File: src/design/dsc_pkg.sv
// package: shared constants, op codes and the table write bundle for the safety check
`timescale 1ns / 1ps
package dsc_pkg;

	// parameter defaults
	localparam int DEF_MAX_PROCESSES = 16;
	localparam int DEF_MAX_RESOURCES = 8;
	localparam int DEF_COUNT_BITS    = 16;

	// field widths fixed by the port list
	localparam int OP_W    = 2;
	localparam int PROC_W  = 4;
	localparam int RES_W   = 3;
	localparam int VALUE_W = 16;
	localparam int CFG_W   = 5;
	localparam int PCNT_W  = 5;
	localparam int RCNT_W  = 4;

	// register indexes
	localparam logic CFG_PROCESS_COUNT  = 1'b0;
	localparam logic CFG_RESOURCE_COUNT = 1'b1;

	typedef enum logic [OP_W-1:0] {
		OP_WR_MAX   = 2'd0,
		OP_WR_ALLOC = 2'd1,
		OP_WR_AVAIL = 2'd2,
		OP_RUN      = 2'd3
	} op_t;

	// table write broadcast to every resource cell
	typedef struct packed {
		logic               we_max;
		logic               we_alloc;
		logic               we_avail;
		logic [PROC_W-1:0]  row;
		logic [RES_W-1:0]   col;
		logic [VALUE_W-1:0] data;
	} dsc_wr_t;

endpackage

File: src/design/dsc_cell.sv
// resource cell: one column of claim and allocation, one available counter, fit chain link
`timescale 1ns / 1ps
module dsc_cell import dsc_pkg::*; #(
	parameter int MAX_PROCESSES = DEF_MAX_PROCESSES,
	parameter int MAX_RESOURCES = DEF_MAX_RESOURCES,
	parameter int COUNT_BITS    = DEF_COUNT_BITS,
	parameter int CELL_INDEX    = 0,
	localparam int PW = (MAX_PROCESSES > 1) ? $clog2(MAX_PROCESSES) : 1,
	localparam int RW = $clog2(MAX_RESOURCES + 1),
	localparam int AW = COUNT_BITS + 4
) (
	input  logic          clk,
	input  dsc_wr_t       wr,
	input  logic [PW-1:0] rd_row,
	input  logic [RW-1:0] rc,
	input  logic          upd,
	input  logic          fit_in,
	output logic          fit_out
);

	logic [COUNT_BITS-1:0] max_q   [MAX_PROCESSES];
	logic [COUNT_BITS-1:0] alloc_q [MAX_PROCESSES];
	logic [AW-1:0]         avail_q;

	logic [COUNT_BITS-1:0] max_rd, alloc_rd, need;
	logic [AW:0]           sum;
	logic                  col_hit, active, short;

	assign col_hit  = (wr.col == CELL_INDEX);
	assign active   = (rc > CELL_INDEX);
	assign max_rd   = max_q[rd_row];
	assign alloc_rd = alloc_q[rd_row];
	assign need     = max_rd - alloc_rd;

	// positive need above what is available blocks the process
	assign short   = (max_rd > alloc_rd) && (AW'(need) > avail_q);
	assign fit_out = fit_in & (~active | ~short);

	// released allocation, saturating
	assign sum = {1'b0, avail_q} + (AW + 1)'(alloc_rd);

	// table writes
	always_ff @(posedge clk) begin
		if (wr.we_max && col_hit) begin
			max_q[PW'(wr.row)] <= COUNT_BITS'(wr.data);
		end
		if (wr.we_alloc && col_hit) begin
			alloc_q[PW'(wr.row)] <= COUNT_BITS'(wr.data);
		end
	end

	// available counter
	always_ff @(posedge clk) begin
		if (wr.we_avail && col_hit) begin
			avail_q <= AW'(COUNT_BITS'(wr.data));
		end else if (upd && active) begin
			avail_q <= sum[AW] ? {AW{1'b1}} : sum[AW-1:0];
		end
	end

endmodule

File: src/design/deadlock_safety_check.sv
// top level: banker's safety check, sequencer over a chain of resource cells
// loads give no result
// a run steps one process per cycle, through the single scan pointer shared by all cells;
// one result per process in use
// busy is high while a run is in progress; results carry a one-cycle strobe
// reset clears the sequencer and finished marks and sets the counts (16 processes, 8 resources)
`timescale 1ns / 1ps
module deadlock_safety_check import dsc_pkg::*; #(
	parameter int MAX_PROCESSES = DEF_MAX_PROCESSES,
	parameter int MAX_RESOURCES = DEF_MAX_RESOURCES,
	parameter int COUNT_BITS    = DEF_COUNT_BITS
) (
	input  logic               clk,
	input  logic               arst_n,
	input  logic               start,
	output logic               busy,
	input  logic [OP_W-1:0]    op,
	input  logic [PROC_W-1:0]  process_index,
	input  logic [RES_W-1:0]   resource_index,
	input  logic [VALUE_W-1:0] value,
	input  logic               cfg_we,
	input  logic               cfg_index,
	input  logic [CFG_W-1:0]   cfg_data,
	output logic               result_valid,
	output logic [PROC_W-1:0]  process_id,
	output logic               finished,
	output logic               last,
	output logic               system_safe
);

	localparam int PW = (MAX_PROCESSES > 1) ? $clog2(MAX_PROCESSES) : 1;
	localparam int CW = $clog2(MAX_PROCESSES + 1);
	localparam int RW = $clog2(MAX_RESOURCES + 1);

	typedef enum logic [1:0] {ST_IDLE, ST_SCAN, ST_REPORT} state_t;

	state_t                   state_q;
	logic [PCNT_W-1:0]        process_count_q;
	logic [RCNT_W-1:0]        resource_count_q;
	logic [MAX_PROCESSES-1:0] done_q;
	logic [CW-1:0]            idx_q, cnt_q;

	logic [CW-1:0]            pc;
	logic [RW-1:0]            rc;
	logic [MAX_PROCESSES-1:0] in_use, undone;
	logic [PW-1:0]            row;
	logic                     accept, cur_done, fit_all, at_end, none_above, take, final_take;
	logic [MAX_RESOURCES:0]   fit;
	dsc_wr_t                  wr;

	assign busy   = (state_q != ST_IDLE);
	assign accept = start & ~busy;

	// clamped counts
	always_comb begin
		if (process_count_q == '0) pc = CW'(1);
		else if (process_count_q > MAX_PROCESSES) pc = CW'(MAX_PROCESSES);
		else pc = CW'(process_count_q);
		if (resource_count_q == '0) rc = RW'(1);
		else if (resource_count_q > MAX_RESOURCES) rc = RW'(MAX_RESOURCES);
		else rc = RW'(resource_count_q);
	end

	// processes in use and still unfinished
	always_comb begin
		for (int j = 0; j < MAX_PROCESSES; j++) begin
			in_use[j] = (j < pc);
		end
	end
	assign undone     = ~done_q & in_use;
	assign none_above = (((undone >> idx_q) >> 1) == '0);

	assign row      = PW'(idx_q);
	assign at_end   = (idx_q >= pc);
	assign cur_done = done_q[row];
	assign take       = (state_q == ST_SCAN) && !at_end && !cur_done && fit_all;
	assign final_take = ((cnt_q + CW'(1)) == pc);

	// table write broadcast
	always_comb begin
		wr.row      = process_index;
		wr.col      = resource_index;
		wr.data     = value;
		wr.we_avail = accept && (op == OP_WR_AVAIL);
		wr.we_max   = accept && (op == OP_WR_MAX) && (process_index < MAX_PROCESSES);
		wr.we_alloc = accept && (op == OP_WR_ALLOC) && (process_index < MAX_PROCESSES);
	end

	// chain of resource cells
	assign fit[0]  = 1'b1;
	assign fit_all = fit[MAX_RESOURCES];

	for (genvar k = 0; k < MAX_RESOURCES; k++) begin : g_cell
		dsc_cell #(
			.MAX_PROCESSES(MAX_PROCESSES),
			.MAX_RESOURCES(MAX_RESOURCES),
			.COUNT_BITS   (COUNT_BITS),
			.CELL_INDEX   (k)
		) u_cell (
			.clk    (clk),
			.wr     (wr),
			.rd_row (row),
			.rc     (rc),
			.upd    (take),
			.fit_in (fit[k]),
			.fit_out(fit[k+1])
		);
	end

	// configuration registers
	always_ff @(posedge clk or negedge arst_n) begin
		if (!arst_n) begin
			process_count_q  <= PCNT_W'(16);
			resource_count_q <= RCNT_W'(8);
		end else if (cfg_we) begin
			if (cfg_index == CFG_PROCESS_COUNT) process_count_q <= cfg_data;
			else resource_count_q <= cfg_data[RCNT_W-1:0];
		end
	end

	// sequencer with registered results
	always_ff @(posedge clk or negedge arst_n) begin
		if (!arst_n) begin
			state_q      <= ST_IDLE;
			done_q       <= '0;
			idx_q        <= '0;
			cnt_q        <= '0;
			result_valid <= 1'b0;
		end else begin
			result_valid <= 1'b0;
			case (state_q)
				ST_IDLE: begin
					if (accept && (op == OP_RUN)) begin
						done_q  <= '0;
						idx_q   <= '0;
						cnt_q   <= '0;
						state_q <= ST_SCAN;
					end
				end
				ST_SCAN: begin
					if (at_end) begin
						idx_q   <= '0;
						state_q <= ST_REPORT;
					end else if (take) begin
						done_q[row]  <= 1'b1;
						cnt_q        <= cnt_q + CW'(1);
						idx_q        <= '0;
						result_valid <= 1'b1;
						process_id   <= PROC_W'(idx_q);
						finished     <= 1'b1;
						last         <= final_take;
						system_safe  <= final_take;
						if (final_take) state_q <= ST_IDLE;
					end else begin
						idx_q <= idx_q + CW'(1);
					end
				end
				ST_REPORT: begin
					if (at_end) begin
						state_q <= ST_IDLE;
					end else begin
						idx_q <= idx_q + CW'(1);
						if (!cur_done) begin
							result_valid <= 1'b1;
							process_id   <= PROC_W'(idx_q);
							finished     <= 1'b0;
							last         <= none_above;
							system_safe  <= 1'b0;
							if (none_above) state_q <= ST_IDLE;
						end
					end
				end
				default: state_q <= ST_IDLE;
			endcase
		end
	end

endmodule
File: config.mk
export PLATFORM = sky130hd
export DESIGN_NAME = deadlock_safety_check
export DESIGN_NICKNAME = d
export VERILOG_FILES = /design/src/design/dsc_pkg.sv /design/src/design/dsc_cell.sv /design/src/design/deadlock_safety_check.sv
export SDC_FILE = /design/constraint.sdc
export NUM_CORES = 2
export LEC_CHECK = 0
export BUFFER_PORTS_ARGS = -buffer_cell sky130_fd_sc_hd__clkbuf_2
export CAP_MARGIN = 20
export CORE_ASPECT_RATIO = 0.75
export CORE_UTILIZATION = 45
export CTS_BUF_LIST = sky130_fd_sc_hd__clkbuf_4 sky130_fd_sc_hd__clkbuf_8 sky130_fd_sc_hd__clkbuf_16
export CTS_CLUSTER_DIAMETER = 100
export DETAILED_ROUTE_END_ITERATION = 7
export HOLD_SLACK_MARGIN = 0.03
export PLACE_DENSITY = 0.66
export SKIP_LAST_GASP = 1
export SYNTH_ARGS = -nofsm -noshare
export SYNTH_HDL_FRONTEND = slang
export SYNTH_HIERARCHICAL = 1
export SYNTH_SLANG_ARGS = --single-unit
export TNS_END_PERCENT = 20
File: constraint.sdc
create_clock -name clk -period 7.65 [get_ports clk]
set_input_delay 0.3825 -clock clk [delete_from_list [all_inputs] [get_ports clk]]
set_output_delay 0.3825 -clock clk [all_outputs]
set_load 0.005 [all_outputs]
==> results.md <==
Drt:
- The routed wire length is ~470000 um.
- The detailed router used layers up to and including met5.
- The first TritonRoute pass finished after 6 iterations.
- For this run, design rule violations remaining after detail routing come to 0.
- The average via count per standard cell is around 6.1.
- The DRC violation total after the first TritonRoute iteration is roughly 12000.
- The sum of routed wire segments on met1 is approximately 200000 um.
- The met2 layer wire length in the routed design is 211000 um.
- The overall via count from detail_route is 98300.
- Wire segments on met3 add up to about 45000 um in the final route.
- The mean routed wirelength per cell is about 29 um.
- The number of routed nets with antenna violations is 0.

Critical path:
- The critical path class is flop to flop.
- The critical path launch point is idx_q[0]$_DFFE_PN0P_.
- Counting cells, the worst reg-to-reg path comes to 43.
- The maximum net fanout on the critical path is 7.
- The largest incremental delay on the critical path is around 520 ps.
- The data arrival at the endpoint of the critical path is 8940 ps.
- The data required time of the worst path is ~8500 ps.
- The startpoint type of the worst setup path is a flop.
- The worst flop-to-flop path startpoint is idx_q[0]$_DFFE_PN0P_.
- The critical-path cell with the highest stage delay is sky130_fd_sc_hd__dfrtp_4.
- The endpoint kind of the worst setup timing path is a flop.
- Across all register-to-register paths, the minimum setup slack is -450 ps.

Timing:
- Headroom to the max-slew limit came out at about a fifth.
- Of the available clock period, the critical path in the final layout requires 106%.
- The number of failing hold endpoints at the final stage is 0.
- The final clock skew is roughly 61 ps.
- The slack of the critical path is -446 ps.
- The routed design could run at a clock period as short as between 8000 and 9000 ps.
- The maximum clock rate is approximately 0.12 GHz.
- The number of setup violations in the final report is ~190.
- The slew of the pin with the lowest slew margin is 1200 ps.
- The tightest hold path in the finished design has a slack of about 140 ps.
- The final-report max-slew violation count is 0.
- The post-route setup TNS is -59230 ps.
- Setup repair after global routing could not meet its margin everywhere.

Synthesis:
- Yosys mapped a number of flops with a built-in enable equal to roughly 4200.
- After synthesis, the cell types taking the most area are sky130_fd_sc_hd__edfxtp_1 70%, sky130_fd_sc_hd__mux4_2 16%, sky130_fd_sc_hd__ha_1 2.7%.
- By count the netlist is led by 4231 x sky130_fd_sc_hd__edfxtp_1, 1282 x sky130_fd_sc_hd__mux4_2, 525 x sky130_fd_sc_hd__nor2_1.
- The number of library cell types mapped by synthesis is between 100 and 150.
- The sequential area share after synthesis is 70.6%.
- The dominant register cell in the synthesized netlist is sky130_fd_sc_hd__edfxtp_1.
- The top cell type's share of synthesized area is between 60% and 70%.
- During synthesis, Yosys emitted a total of 6 warnings.
- The leading cell type by number of instances after synthesis is sky130_fd_sc_hd__edfxtp_1.
- The count of mapped cells out of synthesis is 9386.
- The flip-flop and latch count after synthesis is roughly 4300.
- The biggest area contributor in the post-synthesis netlist is sky130_fd_sc_hd__edfxtp_1.
- A synthesized cell averages 19.4 sq um.
- Counting flops with an async set or reset pin after synthesis yields a share of 0.884%.
- When the netlist entered floorplanning its net count stood at around 9800.
- The post-synthesis cell area is 182000 sq um.

Placement:
- Routability-driven placement finished with a final weighted congestion of 0.878.
- The wire-length estimate of the detail-placed layout is roughly 280000 um.
- Before CTS, the worst setup slack after placement is -1520 ps.
- During placement, the flow inserted port buffers numbering 43.

Clock tree:
- Clock tree synthesis inserted a total of between 400 and 500 buffers.
- Clock-pin slew was measured on the worst setup and hold paths at ~60 ps.
- The number of sinks driven by the clock tree is between 4000 and 5000.
- The largest buffer count on any clock path is 4.
- In this run the number of H-tree levels came out at 5.
- The root buffer cell chosen for the clock tree is sky130_fd_sc_hd__clkbuf_16.
- The clock tree from TritonCTS is yes.
- The clock latency of the later-clocked register in the worst-skew pair is around 1000 ps.

GRT:
- The number of global-route vias before repair is ~98000.
- The total congestion overflow is 0.
- The first global-routing pass estimated roughly 680000 um of wire.
- The global-route usage over all layers is roughly 23%.
- The pin count of the biggest net entering global routing is ~150.
- The number of antenna violations at the first check in global routing is 23.

Power:
- The switching power total is just under 20 mW.
- The maximum resistive drop on vdd is ~260 uV.
- The power share of the clock group is between 30% and 40%.
- For this design the static power due to leakage is between 60 and 70 nW.
- Overall power consumption after layout is estimated at approximately 67 mW.
- The combinational group share of total power is a little under 30%.
- The switching power as a share of total power is between 20% and 30%.
- The internal power is between 40 and 50 mW.
- Registers are responsible for roughly 40% of the overall power.
- In this run the power density over the cells is about 320 nW/um^2.

Finish:
- The layout-stage area growth over the synthesis result is 16.2%.
- Registers take between 100000 and 150000 sq um.
- The number of nets in the layout is about 11000.
- In the final layout, the multi-input gates occupy 51300 sq um.
- The share of post-route cells with drive strength above 1 is between 30 and 40%.
- The count of filler cells inserted in the layout is slightly above 30000.

Die:
- The number of rows created at floorplan is approximately 200.
- The horizontal extent of the die is roughly 740 um.
- The overall die height is between 500 and 600 um.
- Once the floorplan was initialized, standard cells occupied between 40% and 50% of the core.
- The floorplan step defined a die boundary enclosing about 400000 sq um.
- In this run the standard cell core region covers 401000 sq um.
- 44 I/O pins were placed.

Job:
- The count of max-cap constraint violations is 0.

Hold path:
- The worst min-delay path startpoint is start.
- The path class of the tightest hold or removal check is input pin to flop.
- The cell depth of the worst min-delay path is 3.

Outcome:
- The final reports fail on negative setup slack.
- The run finished, with violations left.
[cell usage in the layout, fill, tap and decap left out, drive strengths merged, types with 119 or more instances in the layout]
master / count
edfxtp: 4231
mux4: 1282
buf: 976
clkbuf: 529
nor2: 526
ha: 398
inv: 373
a21oi: 281
nand2: 215
clkinv: 168
o21ai: 164
a31oi: 136
nor3: 123
xnor2: 119
[stage by stage]
stage | instance area (sq um) | utilization, % | std cells
2_1_floorplan | 182000 | - | 9386
3_3_place_gp | 195000 | 48.6 | 15300
3_5_place_dp | 195000 | 48.6 | 15300
4_1_cts | 211000 | 52.5 | 16100
5_1_grt | 212000 | 52.7 | 16200
6_report | 212000 | 52.7 | 16200
[metal layers]
layer  vias to the layer above  GRT usage [%]
met5                         -              0
met4                        12           4.76
met3                       614           4.02
met2                      4821           33.7
met1                     51900           35.0
li1                      41000              -
[final timing paths]
path | to
setup reg to reg | g_cell[1].u_cell/avail_q[19]$_SDFFE_PP0P_
hold reg to reg | g_cell[5].u_cell/avail_q[18]$_SDFFE_PP0P_
max in group asynchronous | idx_q[0]$_DFFE_PN0P_
min in group asynchronous | result_valid$_DFF_PN0_
setup / recovery | g_cell[1].u_cell/avail_q[19]$_SDFFE_PP0P_
hold / removal | cnt_q[4]$_DFFE_PN0P_
[sequential cells by signal (all words and copies together), names as in the netlist]
signal                 flops
last                       1
g_cell.u_cell/max_q     2048
resource_count_q           4
idx_q                      5
state_q                    2
g_cell.u_cell/avail_q    160
result_valid               1
done_q                    16
process_count_q            5
finished                   1
cnt_q                      5
system_safe                1
process_id                 4
g_cell.u_cell/alloc_q   2048
[critical path: cells and delay by family (launching register included)]
family | cells | cell delay [ps]
AO/OA/AOI/OAI | 21 | 3740
flip-flops | 1 | 520
XOR/XNOR | 1 | 130
buffers and inverters | 12 | 1400
multiplexers | 2 | 940
AND/OR/NAND/NOR | 4 | 410
adder cells (fa/ha/maj) | 3 | 760
[repair_timing]
item,4_1_cts,5_1_grt
pin swaps,40,50
endpoints found under the setup margin,196,196
gates resized for setup,123,79
cloned,17,4
endpoints found under the hold margin,1111,0
setup buffers,39,35
hold buffers,29,0
[kinds of logic after synthesis]
logic type,synth area share [%]
AOI/OAI and AO/OA,4.06
xor gates and xnor gates,0.899
adders and majority gates,2.92
buffers and inverters,1.76
DFF,70.6
muxes,16.1
other,0.00206
and+or+nand+nor,3.66
[power by group through the flow]
stage	Sequential, mW	Clock (mW)	Combinational (mW)
4_1_cts	26.4	21.1	19.2
3_3_place_gp	26.9	0	18.1
6_report	26.4	20.7	19.6
5_1_grt	26.4	21.9	21.1
2_1_floorplan	26.8	0	12.0
3_5_place_dp	26.9	0	18.4
[cell type report]
class / instances / area share (%)
antenna: 4 / 0.00473
clock buffer: 499 / 5.21
clock inverter: 251 / 1.27
inverter: 351 / 0.624
multi-input combinational: 4349 / 24.2
sequential: 4301 / 60.8
tap: 5379 / 3.18
timing repair buffer: 1049 / 4.65
Power figures use the tool's default switching activity.
